`config.mk`:
```
export PLATFORM = sky130hd
export DESIGN_NAME = utf8_stream_decoder
export DESIGN_NICKNAME = d
export VERILOG_FILES = /design/src/design/u8dec_pkg.sv /design/src/design/utf8_stream_decoder.sv
export SDC_FILE = /design/constraint.sdc
export NUM_CORES = 1
export LEC_CHECK = 0
export BUFFER_PORTS_ARGS = -buffer_cell sky130_fd_sc_hd__buf_2
export CAP_MARGIN = 5
export CELL_PAD_IN_SITES_DETAIL_PLACEMENT = 0
export CELL_PAD_IN_SITES_GLOBAL_PLACEMENT = 1
export CORE_MARGIN = 3
export CORE_UTILIZATION = 39
export DETAILED_ROUTE_END_ITERATION = 8
export MAX_ROUTING_LAYER = met4
export PLACE_DENSITY = 0.68
export SYNTH_ARGS = -nofsm -noshare
export SYNTH_HDL_FRONTEND = slang
export SYNTH_SLANG_ARGS = --single-unit
```
`constraint.sdc`:
```
create_clock -name clk -period 8.4 [get_ports clk]
set_input_delay 1.68 -clock clk [delete_from_list [all_inputs] [get_ports clk]]
set_output_delay 1.68 -clock clk [all_outputs]
set_load 0.03 [all_outputs]
```
`src/design/u8dec_pkg.sv`:
```
// Package with constants and types for the UTF-8 stream decoder.
package u8dec_pkg;

    localparam int unsigned BYTE_W  = 8;
    localparam int unsigned CP_W    = 21;
    localparam int unsigned CNT_W   = 16;
    localparam int unsigned LEN_W   = 3;
    localparam int unsigned TDATA_W = 24;

    localparam logic [CP_W-1:0]  REPL_CP   = 21'h00FFFD;
    localparam logic [CP_W-1:0]  SUR_LO    = 21'h00D800;
    localparam logic [CP_W-1:0]  SUR_HI    = 21'h00DFFF;
    localparam logic [CP_W-1:0]  MAX_TWO   = 21'h0007FF;
    localparam logic [CP_W-1:0]  MAX_THREE = 21'h00FFFF;
    localparam logic [CP_W-1:0]  MAX_UNI   = 21'h10FFFF;
    localparam logic [CP_W-1:0]  MIN_TWO   = 21'h000080;
    localparam logic [CNT_W-1:0] CNT_SAT   = 16'hFFFF;

    localparam logic [LEN_W-1:0] LEN_NONE  = 3'd0;
    localparam logic [LEN_W-1:0] LEN_TWO   = 3'd2;
    localparam logic [LEN_W-1:0] LEN_THREE = 3'd3;
    localparam logic [LEN_W-1:0] LEN_FOUR  = 3'd4;

    typedef struct packed {
        logic [CP_W-1:0] code_point;
        logic            is_error;
        logic            last_of_run;
    } result_t;

endpackage

```
`src/design/utf8_stream_decoder.sv`:
```
// UTF-8 stream decoder: bytes in, Unicode code points out with error replacement.
//
// Input channel s_axis_*: one byte of a zero-terminated UTF-8 string per word.
// Output channel m_axis_*: one decoded code point per word; tuser marks a
// replacement (U+FFFD) for a malformed sequence, tlast marks the final result
// caused by one input byte. A byte gives zero, one or two results.
// Configuration: cfg_we writes cfg_wdata into the per-string result limit
// (0 = unlimited); write it only while the block is idle.
// Datapath: a byte is held in the input register, is decoded in one pass and
// lands in a two-word result queue, whose head drives m_axis_*. Throughput is
// one byte per cycle while each byte gives at most one result and the receiver
// keeps up; a byte that gives two results waits until the result queue is empty.
// Reset clears the decode state, the limit, the input register and the queue.
// When the receiver stalls the queue fills, the input register holds its byte
// and s_axis_tready drops; no result is lost or repeated.
module utf8_stream_decoder
(
    input  logic                               clk,
    input  logic                               rst_n,
    input  logic                               s_axis_tvalid,
    output logic                               s_axis_tready,
    input  logic [u8dec_pkg::BYTE_W-1:0]       s_axis_tdata,   // [7:0] data_byte
    output logic                               m_axis_tvalid,
    input  logic                               m_axis_tready,
    output logic [u8dec_pkg::TDATA_W-1:0]      m_axis_tdata,   // [20:0] code_point, [23:21] zero
    output logic                               m_axis_tuser,   // [0] is_error
    output logic                               m_axis_tlast,
    input  logic                               cfg_we,
    input  logic [u8dec_pkg::CNT_W-1:0]        cfg_wdata
);

    logic                             in_valid_reg;
    logic [u8dec_pkg::BYTE_W-1:0]     in_byte_reg;
    logic [u8dec_pkg::CNT_W-1:0]      limit_reg;
    logic [u8dec_pkg::LEN_W-1:0]      seq_len_reg, seq_len_next;
    logic [u8dec_pkg::LEN_W-1:0]      seen_reg, seen_next;
    logic [u8dec_pkg::CP_W-1:0]       partial_reg, partial_next;
    logic [u8dec_pkg::CNT_W-1:0]      emitted_reg, emitted_next;
    logic                             lim_hit_reg, lim_hit_next;
    logic                             q0_valid_reg, q0_valid_next;
    logic                             q1_valid_reg, q1_valid_next;
    u8dec_pkg::result_t               q0_reg, q0_next;
    u8dec_pkg::result_t               q1_reg, q1_next;

    logic [7:0]                       b;
    logic                             lead_ascii;
    logic                             lead_bad;
    logic                             is_cont;
    logic [u8dec_pkg::CP_W-1:0]       acc;
    logic [u8dec_pkg::LEN_W-1:0]      seen_inc;
    logic                             seq_ok;
    logic [u8dec_pkg::CNT_W-1:0]      e1, e2;
    logic                             lh1, lh2;
    logic [1:0]                       res_cnt;
    u8dec_pkg::result_t               r0, r1;
    logic [1:0]                       q_cnt;
    logic [1:0]                       keep_cnt;
    logic                             pop;
    logic                             fire;

    assign b          = in_byte_reg;
    assign lead_ascii = (b[7] == 1'b0);
    assign lead_bad   = (b[7:6] == 2'b10) || (b[7:3] == 5'b11111);
    assign is_cont    = (b[7:6] == 2'b10);
    assign acc        = {partial_reg[u8dec_pkg::CP_W-7:0], b[5:0]};
    assign seen_inc   = seen_reg + 3'd1;

    always_comb
    begin
        unique case (seq_len_reg)
            u8dec_pkg::LEN_TWO:   seq_ok = (acc >= u8dec_pkg::MIN_TWO);
            u8dec_pkg::LEN_THREE: seq_ok = (acc > u8dec_pkg::MAX_TWO)
                                        && ((acc < u8dec_pkg::SUR_LO)
                                        || (acc > u8dec_pkg::SUR_HI));
            default:              seq_ok = (acc > u8dec_pkg::MAX_THREE)
                                        && (acc <= u8dec_pkg::MAX_UNI);
        endcase
    end

    // Count results one after another, saturating.
    assign e1  = (emitted_reg == u8dec_pkg::CNT_SAT) ? emitted_reg : emitted_reg + 16'd1;
    assign lh1 = (limit_reg != '0) && (e1 >= limit_reg);
    assign e2  = (e1 == u8dec_pkg::CNT_SAT) ? e1 : e1 + 16'd1;
    assign lh2 = (limit_reg != '0) && (e2 >= limit_reg);

    always_comb
    begin
        res_cnt      = 2'd0;
        r0           = '{code_point: u8dec_pkg::REPL_CP, is_error: 1'b1, last_of_run: 1'b1};
        r1           = '{code_point: u8dec_pkg::REPL_CP, is_error: 1'b1, last_of_run: 1'b1};
        seq_len_next = seq_len_reg;
        seen_next    = seen_reg;
        partial_next = partial_reg;
        emitted_next = emitted_reg;
        lim_hit_next = lim_hit_reg;

        if (b == 8'd0)
        begin
            if (!lim_hit_reg && (seq_len_reg != u8dec_pkg::LEN_NONE))
            begin
                res_cnt = 2'd1;
            end
        end
        else if (lim_hit_reg)
        begin
            res_cnt = 2'd0;
        end
        else if (seq_len_reg != u8dec_pkg::LEN_NONE)
        begin
            if (is_cont)
            begin
                if (seen_inc >= seq_len_reg)
                begin
                    res_cnt         = 2'd1;
                    r0.code_point   = seq_ok ? acc : u8dec_pkg::REPL_CP;
                    r0.is_error     = !seq_ok;
                    seq_len_next    = u8dec_pkg::LEN_NONE;
                    seen_next       = '0;
                    partial_next    = '0;
                end
                else
                begin
                    seen_next    = seen_inc;
                    partial_next = acc;
                end
            end
            else
            begin
                // Flag the broken sequence, then, unless the limit is reached, decode the byte as a new lead.
                res_cnt      = 2'd1;
                r0.last_of_run = 1'b1;
                seq_len_next = u8dec_pkg::LEN_NONE;
                seen_next    = '0;
                partial_next = '0;
                if (!lh1)
                begin
                    if (lead_ascii || lead_bad)
                    begin
                        res_cnt        = 2'd2;
                        r0.last_of_run = 1'b0;
                        r1.code_point  = lead_ascii ? {13'd0, b} : u8dec_pkg::REPL_CP;
                        r1.is_error    = !lead_ascii;
                    end
                    else
                    begin
                        seen_next = 3'd1;
                        if (b[5] == 1'b0)
                        begin
                            seq_len_next = u8dec_pkg::LEN_TWO;
                            partial_next = {16'd0, b[4:0]};
                        end
                        else if (b[4] == 1'b0)
                        begin
                            seq_len_next = u8dec_pkg::LEN_THREE;
                            partial_next = {17'd0, b[3:0]};
                        end
                        else
                        begin
                            seq_len_next = u8dec_pkg::LEN_FOUR;
                            partial_next = {18'd0, b[2:0]};
                        end
                    end
                end
            end
        end
        else
        begin
            if (lead_ascii || lead_bad)
            begin
                res_cnt       = 2'd1;
                r0.code_point = lead_ascii ? {13'd0, b} : u8dec_pkg::REPL_CP;
                r0.is_error   = !lead_ascii;
            end
            else
            begin
                seen_next = 3'd1;
                if (b[5] == 1'b0)
                begin
                    seq_len_next = u8dec_pkg::LEN_TWO;
                    partial_next = {16'd0, b[4:0]};
                end
                else if (b[4] == 1'b0)
                begin
                    seq_len_next = u8dec_pkg::LEN_THREE;
                    partial_next = {17'd0, b[3:0]};
                end
                else
                begin
                    seq_len_next = u8dec_pkg::LEN_FOUR;
                    partial_next = {18'd0, b[2:0]};
                end
            end
        end

        if (res_cnt == 2'd1)
        begin
            emitted_next = e1;
            lim_hit_next = lh1;
        end
        else if (res_cnt == 2'd2)
        begin
            emitted_next = e2;
            lim_hit_next = lh2;
        end

        // Clear the decode state and the result count at the terminator.
        if (b == 8'd0)
        begin
            seq_len_next = u8dec_pkg::LEN_NONE;
            seen_next    = '0;
            partial_next = '0;
            emitted_next = '0;
            lim_hit_next = 1'b0;
        end
    end

    assign q_cnt    = {1'b0, q0_valid_reg} + {1'b0, q1_valid_reg};
    assign pop      = q0_valid_reg && m_axis_tready;
    assign keep_cnt = q_cnt - {1'b0, pop};
    assign fire     = in_valid_reg && (({1'b0, q_cnt} + {1'b0, res_cnt}) <= 3'd2);

    always_comb
    begin
        q0_next       = pop ? q1_reg : q0_reg;
        q1_next       = q1_reg;
        q0_valid_next = (keep_cnt != 2'd0);
        q1_valid_next = (keep_cnt == 2'd2);
        if (fire && (res_cnt != 2'd0))
        begin
            if (keep_cnt == 2'd0)
            begin
                q0_next       = r0;
                q0_valid_next = 1'b1;
            end
            else
            begin
                q1_next       = r0;
                q1_valid_next = 1'b1;
            end
            if (res_cnt == 2'd2)
            begin
                q1_next       = r1;
                q1_valid_next = 1'b1;
            end
        end
    end

    assign s_axis_tready = !in_valid_reg || fire;

    always_ff @(posedge clk or negedge rst_n)
    begin
        if (!rst_n)
        begin
            in_valid_reg <= 1'b0;
            in_byte_reg  <= '0;
            limit_reg    <= '0;
            seq_len_reg  <= u8dec_pkg::LEN_NONE;
            seen_reg     <= '0;
            partial_reg  <= '0;
            emitted_reg  <= '0;
            lim_hit_reg  <= 1'b0;
            q0_valid_reg <= 1'b0;
            q1_valid_reg <= 1'b0;
        end
        else
        begin
            if (cfg_we)
            begin
                limit_reg <= cfg_wdata;
            end
            if (s_axis_tready)
            begin
                in_valid_reg <= s_axis_tvalid;
                in_byte_reg  <= s_axis_tdata;
            end
            if (fire)
            begin
                seq_len_reg <= seq_len_next;
                seen_reg    <= seen_next;
                partial_reg <= partial_next;
                emitted_reg <= emitted_next;
                lim_hit_reg <= lim_hit_next;
            end
            q0_valid_reg <= q0_valid_next;
            q1_valid_reg <= q1_valid_next;
        end
    end

    always_ff @(posedge clk)
    begin
        q0_reg <= q0_next;
        q1_reg <= q1_next;
    end

    assign m_axis_tvalid = q0_valid_reg;
    assign m_axis_tdata  = {3'd0, q0_reg.code_point};
    assign m_axis_tuser  = q0_reg.is_error;
    assign m_axis_tlast  = q0_reg.last_of_run;

    a_queue_order: assert property (@(posedge clk) disable iff (!rst_n)
        q1_valid_reg |-> q0_valid_reg)
        else $error("second result slot valid while head slot empty");

    a_seen_range: assert property (@(posedge clk) disable iff (!rst_n)
        (seq_len_reg != u8dec_pkg::LEN_NONE) |-> (seen_reg >= 3'd1) && (seen_reg < seq_len_reg))
        else $error("byte count of open sequence out of range");

    a_limit_closed: assert property (@(posedge clk) disable iff (!rst_n)
        lim_hit_reg |-> (seq_len_reg == u8dec_pkg::LEN_NONE))
        else $error("sequence open after limit reached");

    a_error_repl: assert property (@(posedge clk) disable iff (!rst_n)
        (m_axis_tvalid && m_axis_tuser) |-> (m_axis_tdata[20:0] == u8dec_pkg::REPL_CP))
        else $error("error result without replacement code point");

endmodule

```
# After elaboration in Yosys (flattened, before gate mapping)
# Index checks and enable logic that the tools add are counted.
[op_classes]
bitwise = 1
n_eq_ne = 13
n_shift = 0
n_div = 0
addsub = 6
n_mux = 73
reduce_logical = 26
magnitude_cmp = 10
mul = 0
[ops]
columns = ["operator", "count"]
rows = [
  ["23-bit 2-to-1 mux", 7],
  ["17-bit 2-to-1 mux", 6],
  ["16-bit 2-to-1 mux", 6],
  ["15-bit 2-to-1 mux", 6],
  ["22-bit 2-to-1 mux", 3],
  ["3-bit 2-to-1 mux", 16],
  ["21-bit by 16-bit > comparator with 1-bit output, second input constant", 2],
  ["16-bit by 1-bit adder with 16-bit output, second input constant", 2],
  ["16-bit equality test, second input constant", 2],
  ["16-bit >= comparator", 2],
  ["21-bit by 8-bit >= comparator with 1-bit output, second input constant", 1],
  ["21-bit by 11-bit > comparator with 1-bit output, second input constant", 1],
  ["21-bit <= comparator, second input constant", 1],
  ["21-bit by 16-bit < comparator with 1-bit output, second input constant", 1],
  ["21-bit 2-to-1 mux", 1],
  ["1-bit 2-to-1 mux", 17],
  ["16-bit nonzero test", 1],
  ["5-bit 2-to-1 mux", 3],
  ["2-bit 2-to-1 mux", 6],
  ["1-bit logical AND", 8],
  ["8-bit zero test", 1],
  ["2-bit equality test, second input constant", 3],
  ["3-bit by 2-bit equality test with 1-bit output, second input constant", 2],
  ["3-bit nonzero test", 2],
  ["22 further kinds", 29],
]
[word_totals]
mem_count = 0
rom_bits = 0
word_cells = 145
ramBits = 0
register_bits = 111
latchBits = 0

# Longest topological paths before layout
# Gate-level depths: netlist (run 1).
[depth]
ltp_word = 14
depth_mapped = 28
mapped_depth_nobuf = 23

# Worst setup path after synthesis (run 1)
# OpenSTA, ideal clock, no wires.
[synth_path]
kind = "register -> output"
from = "reg emitted_reg[1] (netlist bit)"
to = "out s_axis_tready"
slack_ns = 1.793
stages_incl_launch_ff = 19
arrival_ns = 4.927
required_ns = 6.720
path_cell_list = "dfrtp_1 ha_1 buf_4 nand4_2 nor4_4 xnor2_1 inv_1 ha_1 nand2b_1 a21o_1 a21o_1 a211o_1 a32oi_1 nand3_1 nor3_1 fa_1 a21oi_1 nand2b_1 buf_1"
[synth_between]
elab_chain_cells = 13
[synth_rtl]
columns = ["element", "line_no", "source"]
rows = [
  ["start: declaration", "utf8_stream_decoder.sv:38", "logic [u8dec_pkg::CNT_W-1:0] emitted_reg, emitted_next;"],
  ["start signal: assignment", "utf8_stream_decoder.sv:281", "emitted_reg <= emitted_next;"],
  ["16-bit by 1-bit adder with 16-bit output / 16-bit equality test (equally long branches)", "utf8_stream_decoder.sv:81", "assign e1 = (emitted_reg == u8dec_pkg::CNT_SAT) ? emitted_reg : emitted_reg + 16'd1;"],
  ["16-bit 2-to-1 mux (*)", "utf8_stream_decoder.sv:81", ""],
  ["16-bit >= comparator (*)", "utf8_stream_decoder.sv:82", "assign lh1 = (limit_reg != '0) && (e1 >= limit_reg);"],
  ["1-bit logical AND (*)", "utf8_stream_decoder.sv:82", ""],
  ["2-bit 2-to-1 mux (*)", "utf8_stream_decoder.sv:135", "if (!lh1)"],
  ["2-bit 2-to-1 mux (*)", "utf8_stream_decoder.sv:110", "if (is_cont)"],
  ["2-bit 2-to-1 mux (*)", "utf8_stream_decoder.sv:108", "else if (seq_len_reg != u8dec_pkg::LEN_NONE)"],
  ["2-bit 2-to-1 mux (*)", "utf8_stream_decoder.sv:104", "else if (lim_hit_reg)"],
  ["2-bit 2-to-1 mux (*)", "utf8_stream_decoder.sv:97", "if (b == 8'd0)"],
  ["2-bit by 2-bit adder with 3-bit output (*)", "utf8_stream_decoder.sv:220", "assign fire = in_valid_reg && (({1'b0, q_cnt} + {1'b0, res_cnt}) <= 3'd2);"],
  ["3-bit by 2-bit <= comparator with 1-bit output (*)", "utf8_stream_decoder.sv:220", ""],
  ["1-bit logical AND (*)", "utf8_stream_decoder.sv:220", ""],
  ["1-bit logical OR (*)", "utf8_stream_decoder.sv:248", "assign s_axis_tready = !in_valid_reg || fire;"],
  ["end: declaration", "utf8_stream_decoder.sv:21", "output logic s_axis_tready,"],
]
# Mark *: on every way between the ends. The rest lies on a longest branch, timed or not.

# Worst setup path in the final report (run 1)
[layout_path]
from = "reg emitted_reg[0] (netlist bit)"
to = "out s_axis_tready"
# The elaborated chain is that of the path after synthesis.

==> results_dict.tcl, run 1 <==
set metrics [dict create \
    run_status "completed" \
    grt_util_all_layers 0.1968 \
    h_tree_levels 3 \
    synth_edf_count 23 \
    grt_total_ovfl 0 \
    num-nets-final 876 \
    finalHoldViolCount 0 \
    cap_viol_max_count 0 \
    worst_r2r_path_depth 21 \
    wire_per_inst_um 17.95 \
    critical_path.max_stage_delay_ns 0.55 \
    grt_antenna_before_repair 0 \
    numPortBuffers 53 \
    globalplace.congestion 0.8724 \
    crit_required_ns 6.72 \
    cellPowerDensity_nw_per_um2 405.6 \
    floorplan.initialDensity 0.4013 \
    filler_cell_count 1709 \
    min_period_over_period 0.9184 \
    cts-buffers-inserted 9 \
    synth_cells 770 \
    setup-violations-final 0 \
    clock_sinks 111 \
    crit_arrival_ns 6.03 \
    antenna_violating_nets_post_route 0 \
    cts-root-buf "sky130_fd_sc_hd__clkbuf_16" \
    unique_cell_type_count_in_the_yosys_netlist 78 \
    floorplan.core_area_um2 17480 \
    fp.dieH_um 140.1 \
    path_cells "ha_1 > nand4_2 > nor4_4 > xnor2_1 > inv_1 > ha_1 > nand2b_1 > a21o_1 > a21o_1 > a211o_1 > a32oi_1 > nand3_1 > nor3_1 > fa_1 > a21oi_1 > nand2b_1 > buf_4 > buf_2" \
    placementRows 48 \
    skew_ns 0.01139 \
    timing.slew.headroom 0.2859 \
    worstSkewPairLatency_ns 0.36 \
    post_drt_via_cell_ratio 5.606 \
    critPathKind "reg2out" \
    grt_start_max_net_pins 66 \
    drt_drc_violations_left 0 \
    async_sr_flop_fraction 0.5856 \
    ys_seq_elements 111 \
    cpMaxStageDelayCell "sky130_fd_sc_hd__nor3_1" \
    post-synth-top-area-cell "sky130_fd_sc_hd__dfrtp_1" \
    tightest_slew_ns 1.071 \
    ys.flop_type "sky130_fd_sc_hd__dfrtp_1" \
    multi_input_comb_area_um2 3874 \
    largest_reg_flops 23 \
    boundaryPins 57 \
    area_growth_pct 10.61 \
    worst_setup_path_end_kind "output port" \
    min_path_type "reg2reg" \
    n_antenna_cell 0 \
    synth.top_cells.by_area "sky130_fd_sc_hd__dfrtp_1 23%, sky130_fd_sc_hd__edfxtp_1 9.8%, sky130_fd_sc_hd__ha_1 7.7%, sky130_fd_sc_hd__dfxtp_1 6.6%, sky130_fd_sc_hd__nand2_1 6.3%" \
    route.final.wire_length_mm 18.55 \
    initialDrtViolationCount 348 \
    postLayoutCellArea_um2 7759 \
    route.vias.total 5791 \
    post_synthesis_sequential_area_ratio 0.3960 \
    die_width_um 140.1 \
    clkTransAtPathRegs_ns 0.09 \
    drt-pass1-iter-count 5 \
    hpwlAfterDp_mm 13.65 \
    synth_area_per_cell_um2 9.109 \
    maxClockFrequency_mhz 129.6 \
    yosys.area.top_type_share 0.2319 \
    postPlaceCellArea_um2 7412 \
    tritoncts "yes" \
    ff_latch_area_um2 2778 \
    critical_path.startpoint_type "flop" \
    power.ir.vdd_worst_v 0.0002941 \
    die_area_um2 19630 \
    final_layout_size_suffix_gt1_frac 0.1609 \
    grt_first_pass_wirelength_mm 30.30 \
    setup_tns_ns 0 \
    report.final.slew_viol_count 0 \
    cts_max_path_buffers 2 \
    grt_setup_unrepaired "false" \
    synth_warnings 0 \
    synthesis.area_um2 7014 \
    critical_path.max_fanout 13 \
    final_period_minus_worst_setup_slack_ns 7.714 \
    min_delay_path_depth 2 \
    static_power_due_to_leakage_uw 0.003476 \
    first_global_vias 5993 \
]
## layout by cell type, fill, tap and decap left out, types with 7 or more instances in the layout
master,netlist,final
sky130_fd_sc_hd__ha_1,43,43
sky130_fd_sc_hd__inv_1,32,32
sky130_fd_sc_hd__nor3_1,19,19
sky130_fd_sc_hd__nand2_1,118,118
sky130_fd_sc_hd__dfrtp_1,65,65
sky130_fd_sc_hd__and4_1,7,7
sky130_fd_sc_hd__a211oi_1,14,14
sky130_fd_sc_hd__buf_4,10,16
sky130_fd_sc_hd__a22o_1,17,17
sky130_fd_sc_hd__a31oi_1,24,24
sky130_fd_sc_hd__nand3_1,19,19
sky130_fd_sc_hd__mux2_2,7,7
sky130_fd_sc_hd__nor2_1,28,27
sky130_fd_sc_hd__clkbuf_16,0,9
sky130_fd_sc_hd__xor2_1,8,8
sky130_fd_sc_hd__xnor2_1,18,18
sky130_fd_sc_hd__nand4_1,14,14
sky130_fd_sc_hd__or2_2,9,9
sky130_fd_sc_hd__a21o_1,18,18
sky130_fd_sc_hd__nand2b_1,14,14
sky130_fd_sc_hd__edfxtp_1,23,23
sky130_fd_sc_hd__o21ai_0,44,44
sky130_fd_sc_hd__and2_1,13,13
sky130_fd_sc_hd__and3_1,9,9
sky130_fd_sc_hd__buf_2,7,53
sky130_fd_sc_hd__nor4_1,13,13
sky130_fd_sc_hd__a21oi_1,28,28
sky130_fd_sc_hd__mux2i_1,8,8
sky130_fd_sc_hd__dfxtp_1,23,23
## worst max-delay path: cells and delay by family (launching register included)
| kind | cells | cell delay, ns |
|---|---|---|
| flip-flops | 1 | 0.53 |
| XOR/XNOR | 1 | 0.24 |
| AO/OA/AOI/OAI | 5 | 1.36 |
| AND/OR/NAND/NOR | 6 | 1.85 |
| adder cells (fa/ha/maj) | 3 | 1.19 |
| buffers and inverters | 3 | 0.48 |
## what timing repair did
action                     in CTS  in global routing
hold buffers                    0                  0
gates resized for setup         0                  0
setup endpoints to repair       0                  1
buffers inserted                0                  4
## power by group
group,switching (uW),internal (uW)
registers,163,816
clock network,234,217
logic,1130,589
total,1530,1620
## final cells by class
class	count	share of cell area
multi-input cells	579	0.4993
flip-flops and latches	111	0.3580
repair buffers	69	0.04967
well taps	225	0.03628
clock buffers	9	0.02903
inverters	33	0.01597
clock inverters	7	0.01177
## routing by layer
layer,track usage,vias to the layer above,wire (um)
li1,-,2868,-
met1,0.2293,2732,7741
met2,0.3345,140,9402
met3,0.02936,51,655
met4,0.09281,0,747
met5,-,-,0
## worst paths after layout
check | end | slack, ns | from
max | s_axis_tready | 0.69 | emitted_reg[0]
min | m_axis_tuser | 0.48 | m_axis_tuser
max reg2reg | m_axis_tdata[17] | 1.43 | emitted_reg[0]
min reg2reg | m_axis_tuser | 0.48 | m_axis_tuser
max in group asynchronous | limit_reg[13] | 6.29 | rst_n
min in group asynchronous | b[6] | 1.51 | rst_n
## synth_stat cells (all sizes together) (3+ instances only)
master,count
xor2,8
or3,4
nor3,20
o31ai,7
nor4,14
o21ai,53
nand4,17
a31oi,25
inv,33
nor2,28
nand3,21
and3,10
a21o,18
dfrtp,65
or2,10
dfxtp,23
nand2b,14
nand2,118
a21oi,29
and4,7
o22ai,3
a22o,17
ha,43
mux2i,8
o41ai,3
clkbuf,26
mux2,8
nor2b,4
buf,23
o211ai,9
a41oi,3
and2,14
edfxtp,23
a211oi,15
xnor2,18
a211o,4
## cells by family after synthesis
group / count (synthesis) / synth area share
simple gates: 287 / 0.2117
compound gates: 203 / 0.2012
flops: 111 / 0.3960
buf+inv: 82 / 0.05369
fa+ha+maj: 44 / 0.07956
xor+xnor: 26 / 0.03247
mux: 16 / 0.02480
other cells: 1 / 0.0005346
## through the flow
step           hold WS [ns]    util  setup slack (ns)  power, uW  std cells
5_1_grt              0.5052  0.4439            0.1209       3416       1033
6_report             0.4799  0.4439            0.6857       3147       1033
4_1_cts              0.4835  0.4422            0.3853       3179       1029
3_3_place_gp         0.4616  0.4241             1.025       2679       1013
2_1_floorplan        0.4774       -             1.793       2206        772
3_5_place_dp         0.4696  0.4241            0.7889       2719       1013
(Power assumes the default switching activity.)
==> run 2: changes to the inputs <==
Settings changed: RECOVER_POWER set to 100.
==> results_dict.tcl, run 2 (synthesis gave the netlist of run 1 again) <==
set metrics [dict create \
    grt_util_all_layers 0.1968 \
    h_tree_levels 3 \
    cap_viol_max_count 1 \
    p_sw_frac 0.4914 \
    filler_cell_count 1718 \
    grt_setup_unrepaired "false" \
    final_period_minus_worst_setup_slack_ns 7.733 \
    min_path_type "reg2reg" \
    power.sequential.fraction 0.317 \
    maxClockFrequency_mhz 129.3 \
    power_report.internal_total_uw 1581 \
    floorplan.initialDensity 0.4013 \
    worst_setup_path_end_kind "output port" \
    grt_antenna_before_repair 0 \
    report.final.slew_viol_count 66 \
    setup_tns_ns 0 \
    grt_first_pass_wirelength_mm 30.30 \
    timing.slew.headroom -1.503 \
    grt_start_max_net_pins 66 \
    setup-violations-final 0 \
    failed_checks "max-capacitance violations, max-slew violations" \
    largest_reg_flops 23 \
    postLayoutCellArea_um2 7701 \
    crit_required_ns 6.72 \
    cellPowerDensity_nw_per_um2 403.5 \
    grt_total_ovfl 0 \
    drt-pass1-iter-count 5 \
    skew_ns 0.01058 \
    power.ir.vdd_worst_v 0.0002651 \
    area_growth_pct 9.793 \
    numPortBuffers 53 \
    finalHoldViolCount 0 \
    placementRows 48 \
    first_global_vias 5993 \
    static_power_due_to_leakage_uw 0.003379 \
    final_layout_size_suffix_gt1_frac 0.1213 \
    globalplace.congestion 0.8724 \
    boundaryPins 57 \
    post_drt_via_cell_ratio 5.639 \
    route.final.wire_length_mm 18.57 \
    commonest_non_fill_non_tap_cell_in_the_layout "sky130_fd_sc_hd__nand2_1" \
    worstSkewPairLatency_ns 0.36 \
    hpwlAfterDp_mm 13.65 \
    layout_common_cells "118 x sky130_fd_sc_hd__nand2_1, 65 x sky130_fd_sc_hd__dfrtp_1, 49 x sky130_fd_sc_hd__o21ai_0, 43 x sky130_fd_sc_hd__ha_1" \
    num-nets-final 876 \
    wire_per_inst_um 17.98 \
    cts-buffers-inserted 9 \
    cts_max_path_buffers 2 \
    postPlaceCellArea_um2 7412 \
    p_clk_frac 0.145 \
    min_period_over_period 0.9206 \
    floorplan.core_area_um2 17480 \
    fp.dieH_um 140.1 \
    critPathKind "reg2out" \
    crit_arrival_ns 6.05 \
    tightest_slew_ns 3.754 \
    critical_path.startpoint_type "flop" \
    n_antenna_cell 0 \
    clock_sinks 111 \
    total_power_uw 3108 \
    initialDrtViolationCount 395 \
    route.vias.total 5825 \
    critical_path.max_fanout 13 \
    post-route-util 0.4407 \
    tritoncts "yes" \
    cts-root-buf "sky130_fd_sc_hd__clkbuf_16" \
    run_status "finished, violations left" \
    drt_drc_violations_left 0 \
    clkTransAtPathRegs_ns 0.09 \
    combinationalPowerShare 0.538 \
    power.net_switching_uw 1527 \
    die_width_um 140.1 \
    antenna_violating_nets_post_route 0 \
    die_area_um2 19630 \
]
==> run 2: cell types whose count changed in the layout (fill, tap and decap cells not counted), sizes merged <==
| cell | previous run | this run |
|---|---|---|
| clkbuf | 9 | 42 |
| buf | 69 | 36 |
==> run 2: repair_timing <==
| action | 4_1_cts | 5_1_grt |
|---|---|---|
| gates resized for setup | 0 | 0 |
| endpoints found under the setup margin | 0 | 1 |
| hold buffers | 0 | 0 |
| setup buffers | 0 | 4 |
| hold endpoints to repair | 0 | 0 |
==> run 2: final cells by class <==
type                    count  area (um^2)  area share
repair buffers             69        327.8     0.04257
well taps                 225        281.5     0.03656
clock inverters             7        91.34     0.01186
inverters                  33        123.9     0.01608
multi-input cells         579         3874      0.5030
flip-flops and latches    111         2778      0.3607
clock buffers               9        225.2     0.02924
==> run 2: final timing paths <==
path	cells after the start	start	slack, ns	to
worst max-delay path	18	emitted_reg[0]	0.67	s_axis_tready
worst min-delay path	2	m_axis_tuser	0.48	m_axis_tuser
worst max register to register	22	emitted_reg[0]	1.14	emitted_reg[10]
worst min register to register	2	m_axis_tuser	0.48	m_axis_tuser
max in group asynchronous	2	rst_n	3.58	limit_reg[13]
min in group asynchronous	2	rst_n	2.71	in_valid_reg
==> run 2: critical path, stage by stage, from the launching register on <==
cell and delay, ns:
sky130_fd_sc_hd__dfrtp_1 0.54, sky130_fd_sc_hd__ha_1 0.41, sky130_fd_sc_hd__nand4_2 0.32, sky130_fd_sc_hd__nor4_4 0.55
sky130_fd_sc_hd__xnor2_1 0.24, sky130_fd_sc_hd__inv_1 0.08, sky130_fd_sc_hd__ha_1 0.27, sky130_fd_sc_hd__nand2b_1 0.14
sky130_fd_sc_hd__a21o_1 0.17, sky130_fd_sc_hd__a21o_1 0.17, sky130_fd_sc_hd__a211o_1 0.30, sky130_fd_sc_hd__a32oi_1 0.47
sky130_fd_sc_hd__nand3_1 0.17, sky130_fd_sc_hd__nor3_1 0.55, sky130_fd_sc_hd__fa_1 0.50, sky130_fd_sc_hd__a21oi_1 0.25
sky130_fd_sc_hd__nand2b_1 0.15, sky130_fd_sc_hd__buf_4 0.18, sky130_fd_sc_hd__clkbuf_2 0.23
==> run 2: routing by layer <==
| layer | track usage | up-vias | part of all wire |
|---|---|---|---|
| met3 | 0.02936 | 47 | 0.033 |
| met4 | 0.09281 | 0 | 0.038 |
| li1 | - | 2873 | - |
| met2 | 0.3345 | 135 | 0.51 |
| met1 | 0.2293 | 2770 | 0.42 |
| met5 | - | - | 0 |
==> run 2: power by group through the flow <==
stage          registers, uW  logic [uW]  clock network (uW)
3_5_place_dp             990        1730                   0
3_3_place_gp             983        1700                   0
2_1_floorplan           1050        1160                   0
5_1_grt                 1010        1870                 486
4_1_cts                  979        1730                 467
6_report                 986        1670                 451
==> run 2: metrics by stage <==
stage	hold slack (ns)	worst slack, ns	std cells
after floorplan	0.4774	1.793	772
after global placement	0.4616	1.025	1013
after detailed placement	0.4696	0.7889	1013
after CTS	0.4835	0.3853	1029
after global routing	0.5079	0.1124	1033
final	0.4824	0.6667	1033
